**src/rtl/lepm_pkg.sv**
```systemverilog
// Types and codes shared by the linked entry pool manager modules.
package lepm_pkg;

  localparam int NUM_ENTRIES = 64;
  localparam int HANDLE_W = 6;

  typedef enum logic [1:0] {
    FN_ALLOC   = 2'd0,
    FN_RELEASE = 2'd1,
    FN_STEP    = 2'd2
  } func_e_t;

  typedef enum logic [1:0] {
    STS_OK         = 2'd0,
    STS_EMPTY      = 2'd1,
    STS_NOT_IN_USE = 2'd2,
    STS_END        = 2'd3
  } status_e_t;

  typedef enum logic [2:0] {
    S_CLEAR,
    S_IDLE,
    S_EXEC,
    S_LINK,
    S_HOLD
  } fsm_state_t;

  typedef struct packed {
    logic [1:0]          func;
    logic [HANDLE_W-1:0] handle;
    logic                from_start;
  } req_t;

  typedef struct packed {
    logic [HANDLE_W-1:0] result_handle;
    logic [1:0]          status;
    logic                at_start;
  } rsp_t;

  typedef struct packed {
    logic clear;
    logic take;
    logic exec;
    logic link;
    logic put;
  } cmd_t;

  typedef struct packed {
    logic clear_last;
    logic need_link;
  } sts_t;

endpackage

```
**src/rtl/linked_entry_pool_manager.sv**
```systemverilog
// Top level of the linked entry pool manager.
// Allocate, step and the unused code load their result in state EXEC after acceptance, or from
// HOLD while the result is stalled; a successful release first passes LINK for its second link write.
// A new request is taken only in state IDLE, once the last one has put its result, because of the
// registered read of the link memories and their single write port; a stalled result holds the input.
// After reset a clearing pass over all NUM_ENTRIES entries builds the free chain, with req_stall high.
module linked_entry_pool_manager import lepm_pkg::*; (
  input  logic clk,
  input  logic rst,
  input  logic req_valid,
  output logic req_stall,
  input  req_t req_data,
  output logic rsp_valid,
  input  logic rsp_stall,
  output rsp_t rsp_data
);

  cmd_t cmd;
  sts_t sts;

  lepm_ctrl u_ctrl (
    .clk       (clk),
    .rst       (rst),
    .req_valid (req_valid),
    .req_stall (req_stall),
    .rsp_valid (rsp_valid),
    .rsp_stall (rsp_stall),
    .sts       (sts),
    .cmd       (cmd)
  );

  lepm_dpath u_dpath (
    .clk (clk),
    .rst (rst),
    .cmd (cmd),
    .req (req_data),
    .sts (sts),
    .rsp (rsp_data)
  );

endmodule

```
**src/rtl/lepm_ctrl.sv**
```systemverilog
// Controller state machine of the linked entry pool manager.
module lepm_ctrl import lepm_pkg::*; (
  input  logic clk,
  input  logic rst,
  input  logic req_valid,
  output logic req_stall,
  output logic rsp_valid,
  input  logic rsp_stall,
  input  sts_t sts,
  output cmd_t cmd
);

  fsm_state_t state, state_next;
  logic       rsp_valid_next;
  logic       rsp_free;

  assign rsp_free  = !rsp_valid || !rsp_stall;
  assign req_stall = (state != S_IDLE);

  always_ff @(posedge clk) begin
    if (rst) begin
      state     <= S_CLEAR;
      rsp_valid <= 1'b0;
    end else begin
      state     <= state_next;
      rsp_valid <= rsp_valid_next;
    end
  end

  always_comb begin
    state_next = state;
    cmd        = '0;
    case (state)
      S_CLEAR: begin
        cmd.clear = 1'b1;
        if (sts.clear_last) begin
          state_next = S_IDLE;
        end
      end
      S_IDLE: begin
        if (req_valid) begin
          cmd.take   = 1'b1;
          state_next = S_EXEC;
        end
      end
      S_EXEC: begin
        cmd.exec = 1'b1;
        if (sts.need_link) begin
          state_next = S_LINK;
        end else if (rsp_free) begin
          cmd.put    = 1'b1;
          state_next = S_IDLE;
        end else begin
          state_next = S_HOLD;
        end
      end
      S_LINK: begin
        cmd.link = 1'b1;
        if (rsp_free) begin
          cmd.put    = 1'b1;
          state_next = S_IDLE;
        end else begin
          state_next = S_HOLD;
        end
      end
      S_HOLD: begin
        if (rsp_free) begin
          cmd.put    = 1'b1;
          state_next = S_IDLE;
        end
      end
      default: begin
        state_next = S_IDLE;
      end
    endcase
    rsp_valid_next = cmd.put || (rsp_valid && rsp_stall);
  end

endmodule

```
**src/rtl/lepm_dpath.sv**
```systemverilog
// Datapath of the linked entry pool manager: link memories, anchors and result register.
module lepm_dpath import lepm_pkg::*; (
  input  logic clk,
  input  logic rst,
  input  cmd_t cmd,
  input  req_t req,
  output sts_t sts,
  output rsp_t rsp
);

  localparam int SW = $clog2(NUM_ENTRIES + 2);
  localparam int IW = $clog2(NUM_ENTRIES);
  localparam logic [SW-1:0] SLOT_ACT  = SW'(0);
  localparam logic [SW-1:0] SLOT_FREE = SW'(1);
  localparam logic [SW-1:0] SLOT_BASE = SW'(2);
  localparam logic [SW-1:0] SLOT_STEP = SW'(3);
  localparam logic [IW-1:0] LAST_IDX  = IW'(NUM_ENTRIES - 1);

  logic [SW-1:0] nx_mem [NUM_ENTRIES];
  logic [SW-1:0] pv_mem [NUM_ENTRIES];
  logic          iu_mem [NUM_ENTRIES];

  logic [SW-1:0] head, tail, free_top;
  logic [SW-1:0] head_next, tail_next, free_top_next;
  logic [IW-1:0] clr_cnt;

  func_e_t       func_q;
  logic [HANDLE_W-1:0] hdl_q;
  logic          from_q, hok_q;
  logic [SW-1:0] nx_rd, pv_rd;
  logic          iu_rd;
  rsp_t          res_q, res_comb;

  logic          nx_we, pv_we, iu_we;
  logic [IW-1:0] nx_wa, pv_wa, iu_wa, raddr;
  logic [SW-1:0] nx_wd, pv_wd, step_n;
  logic          iu_wd;

  logic [IW-1:0] top_idx, tail_idx, hidx, p_idx, n_idx;
  logic [SW-1:0] hdl_slot;
  logic          empty, rel_ok;

  assign top_idx  = IW'(free_top - SLOT_BASE);
  assign tail_idx = IW'(tail - SLOT_BASE);
  assign hidx     = IW'(hdl_q);
  assign p_idx    = IW'(pv_rd - SLOT_BASE);
  assign n_idx    = IW'(nx_rd - SLOT_BASE);
  assign hdl_slot = SW'(hdl_q) + SLOT_BASE;
  assign empty    = (free_top == SLOT_FREE);
  assign rel_ok   = hok_q && iu_rd;
  assign raddr    = (req.func == FN_ALLOC) ? top_idx : IW'(req.handle);

  assign sts.clear_last = (clr_cnt == LAST_IDX);
  assign sts.need_link  = (func_q == FN_RELEASE) && rel_ok;

  always_comb begin
    head_next     = head;
    tail_next     = tail;
    free_top_next = free_top;
    nx_we = 1'b0; nx_wa = '0; nx_wd = '0;
    pv_we = 1'b0; pv_wa = '0; pv_wd = '0;
    iu_we = 1'b0; iu_wa = '0; iu_wd = 1'b0;
    res_comb = '0;
    step_n   = from_q ? head : nx_rd;

    if (cmd.clear) begin
      nx_we = 1'b1;
      nx_wa = clr_cnt;
      nx_wd = (clr_cnt == LAST_IDX) ? SLOT_FREE : SW'(clr_cnt) + SLOT_STEP;
      pv_we = 1'b1;
      pv_wa = clr_cnt;
      iu_we = 1'b1;
      iu_wa = clr_cnt;
    end

    if (cmd.take && (req.func == FN_ALLOC) && !empty && (tail != SLOT_ACT)) begin
      nx_we = 1'b1;
      nx_wa = tail_idx;
      nx_wd = free_top;
    end

    if (cmd.exec) begin
      case (func_q)
        FN_ALLOC: begin
          if (empty) begin
            res_comb.status = STS_EMPTY;
          end else begin
            free_top_next = nx_rd;
            tail_next     = free_top;
            if (tail == SLOT_ACT) begin
              head_next = free_top;
            end
            nx_we = 1'b1; nx_wa = top_idx; nx_wd = SLOT_ACT;
            pv_we = 1'b1; pv_wa = top_idx; pv_wd = tail;
            iu_we = 1'b1; iu_wa = top_idx; iu_wd = 1'b1;
            res_comb.result_handle = HANDLE_W'(free_top - SLOT_BASE);
          end
        end
        FN_RELEASE: begin
          if (!rel_ok) begin
            res_comb.status = STS_NOT_IN_USE;
          end else begin
            if (pv_rd == SLOT_ACT) begin
              head_next = nx_rd;
              res_comb.at_start = 1'b1;
            end else begin
              nx_we = 1'b1; nx_wa = p_idx; nx_wd = nx_rd;
              res_comb.result_handle = HANDLE_W'(pv_rd - SLOT_BASE);
            end
            if (nx_rd == SLOT_ACT) begin
              tail_next = pv_rd;
            end else begin
              pv_we = 1'b1; pv_wa = n_idx; pv_wd = pv_rd;
            end
            iu_we = 1'b1; iu_wa = hidx; iu_wd = 1'b0;
          end
        end
        FN_STEP: begin
          if (!from_q && !rel_ok) begin
            res_comb.status = STS_NOT_IN_USE;
          end else if (step_n == SLOT_ACT) begin
            res_comb.status = STS_END;
          end else begin
            res_comb.result_handle = HANDLE_W'(step_n - SLOT_BASE);
          end
        end
        default: begin
          res_comb = '0;
        end
      endcase
    end

    if (cmd.link) begin
      nx_we = 1'b1;
      nx_wa = hidx;
      nx_wd = free_top;
      free_top_next = hdl_slot;
    end
  end

  always_ff @(posedge clk) begin
    if (rst) begin
      head     <= SLOT_ACT;
      tail     <= SLOT_ACT;
      free_top <= SLOT_BASE;
      clr_cnt  <= '0;
    end else begin
      head     <= head_next;
      tail     <= tail_next;
      free_top <= free_top_next;
      if (cmd.clear) begin
        clr_cnt <= clr_cnt + IW'(1);
      end
    end
  end

  always_ff @(posedge clk) begin
    if (nx_we) begin
      nx_mem[nx_wa] <= nx_wd;
    end
    if (cmd.take) begin
      nx_rd <= nx_mem[raddr];
    end
  end

  always_ff @(posedge clk) begin
    if (pv_we) begin
      pv_mem[pv_wa] <= pv_wd;
    end
    if (cmd.take) begin
      pv_rd <= pv_mem[raddr];
    end
  end

  always_ff @(posedge clk) begin
    if (iu_we) begin
      iu_mem[iu_wa] <= iu_wd;
    end
    if (cmd.take) begin
      iu_rd <= iu_mem[raddr];
    end
  end

  always_ff @(posedge clk) begin
    if (cmd.take) begin
      func_q <= func_e_t'(req.func);
      hdl_q  <= req.handle;
      from_q <= req.from_start;
      hok_q  <= (int'(req.handle) < NUM_ENTRIES);
    end
    if (cmd.exec) begin
      res_q <= res_comb;
    end
    if (cmd.put) begin
      rsp <= cmd.exec ? res_comb : res_q;
    end
  end

endmodule
```
**config.mk**
```make
export PLATFORM = sky130hd
export DESIGN_NAME = linked_entry_pool_manager
export DESIGN_NICKNAME = d
export VERILOG_FILES = /design/src/rtl/lepm_pkg.sv /design/src/rtl/linked_entry_pool_manager.sv /design/src/rtl/lepm_ctrl.sv /design/src/rtl/lepm_dpath.sv
export SDC_FILE = /design/constraint.sdc
export NUM_CORES = 2
export LEC_CHECK = 0
export ABC_CLOCK_PERIOD_IN_PS = 9200
export BUFFER_PORTS_ARGS = -buffer_cell sky130_fd_sc_hd__clkbuf_2
export CAP_MARGIN = 20
export CORE_ASPECT_RATIO = 1.4
export CORE_MARGIN = 2
export CORE_UTILIZATION = 45
export DETAILED_ROUTE_END_ITERATION = 16
export PLACE_DENSITY = 0.57
export SLEW_MARGIN = 40
export SYNTH_ARGS = -nofsm -noshare
export SYNTH_HDL_FRONTEND = slang
export SYNTH_SLANG_ARGS = --single-unit
```
**constraint.sdc**
```tcl
create_clock -name clk -period 9.2 [get_ports clk]
set_clock_uncertainty 0.2 [all_clocks]
set_input_delay 0 -clock clk [delete_from_list [all_inputs] [get_ports clk]]
set_output_delay 0 -clock clk [all_outputs]
set_load 0.005 [all_outputs]
```
## Word level (Yosys, flattened, before mapping)

Memories as Yosys holds them, arrays and structs flattened. A register that Yosys moved wholly into a read port is not among the register bits.
Cells that the tools add are included.

- Flip-flop bits (word level): 58
- RAM bits: 960
- Input port bits: 13
- Output and inout bits: 11
- Logic and storage cells: 171
- Memories: 3

Memory list:

| memory | words | bits a word | rd ports | clocked after memory_dff | wr ports | line | RTL |
|---|---|---|---|---|---|---|---|
| u_dpath.nx_mem | 64 | 7 | 1 | 1 | 1 | lepm_dpath.sv:19 | `logic [SW-1:0] nx_mem [NUM_ENTRIES];` |
| u_dpath.pv_mem | 64 | 7 | 1 | 1 | 1 | lepm_dpath.sv:20 | `logic [SW-1:0] pv_mem [NUM_ENTRIES];` |
| u_dpath.iu_mem | 64 | 1 | 1 | 1 | 1 | lepm_dpath.sv:21 | `logic iu_mem [NUM_ENTRIES];` |

- Add/subtract/negate cells: 8
- Equal/unequal tests: 18
- Muxes and demuxes: 98
- Reduce and logical (&&, ||, !) cells: 29

Operator list:

| operator | count |
|---|---|
| $mux W7 | 24 |
| $mux W6 | 19 |
| $pmux W7 S2 | 4 |
| $pmux W6 S2 | 3 |
| $mux W1 | 33 |
| $sub A6 B2 Y6 const B | 5 |
| $logic_not A7 Y1 | 4 |
| $pmux W8 S3 | 1 |
| $mux W3 | 5 |
| $pmux W3 S5 | 1 |
| $add A6 B2 Y7 const B | 2 |
| $ne A2 B2 Y1 const B | 6 |
| $mux W9 | 1 |
| $pmux W1 S2 | 4 |
| $eq A7 B1 Y1 const B | 1 |
| $reduce_bool A7 Y1 | 1 |
| $add A6 B1 Y6 const B | 1 |
| $eq A3 B2 Y1 const B | 2 |
| $eq A6 B6 Y1 const B | 1 |
| $logic_and A1 B1 Y1 | 6 |
| $mux W2 | 3 |
| $ne A2 B1 Y1 const B | 3 |
| $reduce_and A3 Y1 | 2 |
| $reduce_and A6 Y1 | 1 |
| other kinds (12) | 20 |

## Logic depth before layout (Yosys ltp)

- Depth after elaboration: 13
- Gate-level depth with buffers: 12
- Depth with buffers taken out: 9

## Cells and area by module

Synthesis repeated with hierarchy kept, for this count alone.

- Cells, all modules: 3384
- Area, all modules: 43730.7 µm²

Modules (own cells, without submodules):

| module | instances | cells an instance | area an instance (µm²) | seq. area each (µm²) |
|---|---|---|---|---|
| lepm_dpath | 1 | 3354 | 43476.7 | 30539.3 |
| lepm_ctrl | 1 | 30 | 254.0 | 80.1 |

## Worst setup path before layout

OpenSTA, ideal clock, no wires.

- Kind: reg2reg
- Start point: register u_ctrl.state[0]
- End point: memory u_dpath.nx_mem[0][6] (netlist bit) (data pin)
- Setup time: 1.009 ns
- Arrival time: 5.382 ns
- Required time: 7.991 ns
- Slack: 2.610 ns
- Stages on the path, launching flop included: 6
- Path buffers: 1
- Period minus slack after synthesis: 6.590 ns
- Cell sequence: dfxtp_1 clkbuf_1 or3b_1 nor2_1 nand3_1 o311ai_0

- Cells in the longest elaborated chain, start to end: 11
- Elaborated cells on any way between the ends: 19
- Those cells by class: eq/ne: 3; mux: 12; reduce/logical: 4

RTL lines:

| item | line | RTL |
|---|---|---|
| from (decl) | lepm_ctrl.sv:13 | `fsm_state_t state, state_next;` |
| from (signal assigned) | lepm_ctrl.sv:25 | `state <= state_next;` |
| $eq A3 B1 Y1 | lepm_ctrl.sv:33 | `case (state)` |
| $mux W1 | lepm_ctrl.sv:33 |  |
| $logic_and A1 B1 Y1 (3 in series) | lepm_dpath.sv:76 | `if (cmd.take && (req.func == FN_ALLOC) && !empty && (tail != SLOT_ACT)) begin` |
| $mux W7 | lepm_dpath.sv:76 |  |
| $mux W7 | lepm_dpath.sv:103 | `if (pv_rd == SLOT_ACT) begin` |
| $mux W7 | lepm_dpath.sv:100 | `if (!rel_ok) begin` |
| $pmux W7 S2 | lepm_dpath.sv:83 | `case (func_q)` |
| $mux W7 | lepm_dpath.sv:82 | `if (cmd.exec) begin` |
| $mux W7 * | lepm_dpath.sv:133 | `if (cmd.link) begin` |
| net u_dpath.nx_wd[6] | lepm_dpath.sv:36 | `logic [SW-1:0] nx_wd, pv_wd, step_n;` |
| to (decl) | lepm_dpath.sv:19 |  |

Mark *: on every way through the listed nets, which the timed path passes. The rest lies on a longest branch.

## Worst setup path after layout

- Start point: register u_dpath.free_top[1]
- End point: register u_dpath.nx_rd[1], read port of u_dpath.nx_mem (data pin)

- Cells in the longest elaborated chain, start to end: 2

RTL lines:

| item | line | RTL |
|---|---|---|
| from (decl) | lepm_dpath.sv:23 | `logic [SW-1:0] head, tail, free_top;` |
| from (signal assigned) | lepm_dpath.sv:150 | `free_top <= free_top_next;` |
| $sub A6 B2 Y6 | lepm_dpath.sv:43 | `assign top_idx = IW'(free_top - SLOT_BASE);` |
| $mux W6 | lepm_dpath.sv:51 | `assign raddr = (req.func == FN_ALLOC) ? top_idx : IW'(req.handle);` |
| to (decl) | lepm_dpath.sv:30 | `logic [SW-1:0] nx_rd, pv_rd;` |

No other way between the ends.
A chain may end at the register's enable or synchronous reset.

==> impl_metrics.toml <==
[route]
antenna_left = 0
post_drt_wl_per_cell_um = 28.39
vias = 26240
drtPass1Iterations = 7
avgViaCountPerCell = 6.110
drt_iter0_drc = 2738
drt_wl_total_um = 121900
drc = 0

[grt]
grt_pass1_vias = 26200
gr-usage-all-layers_pct = 25.60
antenna_found_initial = 0
grt_max_degree = 88
overflow = 0
grt_pass1_wl_um = 176900

[placed_design]
hpwl_um = 76960
placed_cell_area_um2 = 43750
io_buffers = 23
finalWeightedCongestion = 0.9453

[sta]
relSlewSlack_pct = 39.09
timing.hold.ws_ns = 0.01941
setup_violations = 0
clock.fmax_ghz = 0.1932
setup_tns_ns = 0
fin_crit_sh_pct = 56.25
grt_setup_unrepaired = "false"
layout_min_cycle_time_ns = 5.175
final-max-slew-violation-count = 0
final-hold-violation-count = 0
worstMarginPinSlew_ns = 0.9067

[logic_synthesis]
ys_types = 75
synthCells = 2988
avgSynthCellArea_um2 = 14.04
yosysSeqAreaShare_pct = 73.01
synth-async-reset-ratio_pct = 0
yosys_warnings = 0
ys_ff_latch = 1033
mappedNetlistArea_um2 = 41940
synthFlopType = "edfxtp_1"
synth_edf_count = 993
synth_fp_nets = 3009

[cts]
clockBufferDepth = 3
h-tree-depth = 3
cts_tree = "yes"
ctsResizeCount = 0
root_buffer = "clkbuf_16"
clock_sinks = 1033
numCtsBuffers = 98
clk_pin_slew_worst_paths_ns = 0.07
clk_latency_ns = 0.71

[status]
status = "finished clean"

[finish]
ff_latch_area_um2 = 30620
num-fill-cells = 7808
drive_gt1_share_pct = 10.14
syn2layout_area_growth_pct = 12.23
postLayoutCellArea_um2 = 47070
multi_input_area_um2 = 10880
antenna_cells = 0
nets = 3036

[die]
design.die.area_um2 = 95690
die_w_um = 262.0
core_area_um2 = 92490
rows = 132
initial_utilization_pct = 45.34
die_y_um = 365.2
io_pins = 24

[critical_path]
critPathRequiredTime_ns = 9.41
start_kind = "flip-flop"
cp_max_fo = 32
critPathKind = "reg -> reg"
timing.rr.end = "u_dpath.nx_rd[1]$_DFFE_PN_"
rrSetupSlack_ns = 4.02
crit_arrival_ns = 5.39
rr_startpoint = "u_dpath.free_top[1]$_SDFFE_PP1P_"
setup.worst_path.end_class = "flip-flop"
r2r_cells = 11

[pwr]
internal-power_mw = 7.494
ir_drop_mv = 0.1458
powerDensity_nw_per_um2 = 205.6
power_switching_share_pct = 22.56
pwr-share-clk_pct = 40.5
power.leakage_nw = 16.24
p_total_mw = 9.677
power_frac_comb_pct = 6.1
p_seq_share_pct = 53.4
switchingPower_mw = 2.183

[min_path]
hp-start = "req_data[3]"
hold_depth = 2
min_to = "u_dpath.hdl_q[2]$_DFFE_PN_"
hold_class = "in -> reg"

[job]
maxCapViolations = 0
==> metal layers <==
metal / up-vias / routed length, um / GRT usage [%] / part of all wire [%]
li1: 11630 / - / - / -
met1: 13350 / 46720 / 30.87 / 38
met2: 994 / 62020 / 44.67 / 51
met3: 262 / 7194 / 3.812 / 5.9
met4: 0 / 5974 / 12.67 / 4.9
met5: - / 0 / 0 / 0
==> critical path: stages (launching register included) <==
cell	delay, ns
dfxtp_1	0.61
inv_1	0.20
ha_1	0.56
or4b_2	0.66
o31ai_4	0.08
buf_4	0.49
nand2_1	0.54
buf_4	0.40
o22ai_1	0.15
nor3_1	0.11
a211oi_1	0.71
nor4_1	0.13
==> worst max-delay path by stage <==
stage / slack, ns / cells after the start / start / to
after floorplan: 2.61 / 5 / u_ctrl.state[0]$_SDFFE_PP0P_ / u_dpath.nx_mem[0][6]$_DFFE_PP_
after global placement: 3.76 / 7 / u_dpath.free_top[3]$_SDFFE_PP0P_ / u_dpath.pv_mem[6][0]$_DFFE_PP_
after detailed placement: 4.16 / 11 / u_dpath.free_top[1]$_SDFFE_PP1P_ / u_dpath.nx_rd[1]$_DFFE_PN_
after CTS: 4.15 / 11 / u_dpath.free_top[1]$_SDFFE_PP1P_ / u_dpath.nx_rd[1]$_DFFE_PN_
after global routing: 3.95 / 11 / u_dpath.free_top[1]$_SDFFE_PP1P_ / u_dpath.nx_rd[1]$_DFFE_PN_
final: 4.02 / 11 / u_dpath.free_top[1]$_SDFFE_PP1P_ / u_dpath.nx_rd[1]$_DFFE_PN_
==> state kept, by name, summed over array words and instances, names as in the netlist, 2 cells and up <==
register	cells
u_ctrl.state	3
u_dpath.clr_cnt	6
u_dpath.free_top	7
u_dpath.func_q	2
u_dpath.hdl_q	6
u_dpath.head	7
u_dpath.iu_mem	64
u_dpath.nx_mem	448
u_dpath.nx_rd	7
u_dpath.pv_mem	448
u_dpath.pv_rd	7
u_dpath.res_q	9
u_dpath.rsp	9
u_dpath.tail	7
==> placed cells by master (no fill, tap or decap), drive strengths merged, types with 20 or more instances in the layout <==
cell / count
a31oi: 35
a32oi: 20
clkbuf: 143
dlygate4sd3: 20
a211oi: 48
nor2: 270
and3: 33
a32o: 90
dfxtp: 40
buf: 72
nand2: 442
o22ai: 73
o221ai: 60
o21ai: 57
a21oi: 35
nor3: 96
mux2i: 154
nor4: 39
nand3: 63
a221oi: 24
edfxtp: 993
clkinv: 42
inv: 21
==> repair_timing <==
item	4_1_cts	5_1_grt
hold buffers	20	0
endpoints found under the setup margin	0	0
endpoints found under the hold margin	55	0
setup buffers	0	0
==> through the flow <==
step | instances | setup WS (ns) | utilization, %
after floorplan | 2988 | 2.610 | -
final | 4294 | 4.025 | 50.89
after global routing | 4294 | 3.946 | 50.89
after global placement | 4094 | 3.764 | 47.11
after CTS | 4292 | 4.147 | 50.83
after detailed placement | 4099 | 4.157 | 47.30
==> Yosys cell counts, drive strengths merged, types with 6 or more instances <==
master	number	area share, %
nand3	63	0.75
nor4	39	0.58
nor2	270	2.4
clkbuf	136	1.2
nand2	442	4.0
a311oi	9	0.19
and3	33	0.49
edfxtp	993	71
a32o	90	2.1
a22oi	15	0.27
mux2i	154	3.7
or2	7	0.10
nand4	6	0.090
xnor2	14	0.29
o31ai	18	0.32
nand2b	18	0.27
buf	53	0.61
nand3b	9	0.17
or4b	6	0.14
o22ai	73	1.1
and2	10	0.15
o21ai	57	0.69
a21o	7	0.13
o221ai	60	1.3
a221oi	24	0.50
ha	8	0.24
nor3b	9	0.19
dfxtp	40	1.9
a32oi	20	0.42
a21oi	35	0.42
nor3	96	1.1
a22o	6	0.13
xor2	12	0.25
a211oi	48	0.86
or3	9	0.15
a31oi	35	0.52
inv	17	0.15
==> power by group through the flow <==
stage | registers [mW] | clock network [mW] | logic, mW
6_report | 5.16 | 3.92 | 0.591
3_3_place_gp | 5.26 | 0 | 0.569
3_5_place_dp | 5.26 | 0 | 0.582
4_1_cts | 5.16 | 3.98 | 0.590
2_1_floorplan | 5.27 | 0 | 0.338
5_1_grt | 5.16 | 4.15 | 0.624
==> cells by family after synthesis <==
| kind of cell | Yosys count | share of synthesized area (%) |
|---|---|---|
| flip-flops | 1033 | 73.01 |
| AND/OR/NAND/NOR | 1028 | 10.83 |
| AO/OA/AOI/OAI | 532 | 9.699 |
| buffers and inverters | 206 | 1.975 |
| multiplexers | 155 | 3.702 |
| XOR/XNOR | 26 | 0.5430 |
| adder cells (fa/ha/maj) | 8 | 0.2387 |
==> final cells by class <==
class	count	area share, %
multi-input combinational	1749	23.11
clock buffer	119	5.489
clock inverter	54	1.021
tap	1206	3.206
timing repair buffer	116	1.983
sequential	1033	65.05
inverter	17	0.1356
Power figures use the tool's default switching activity.
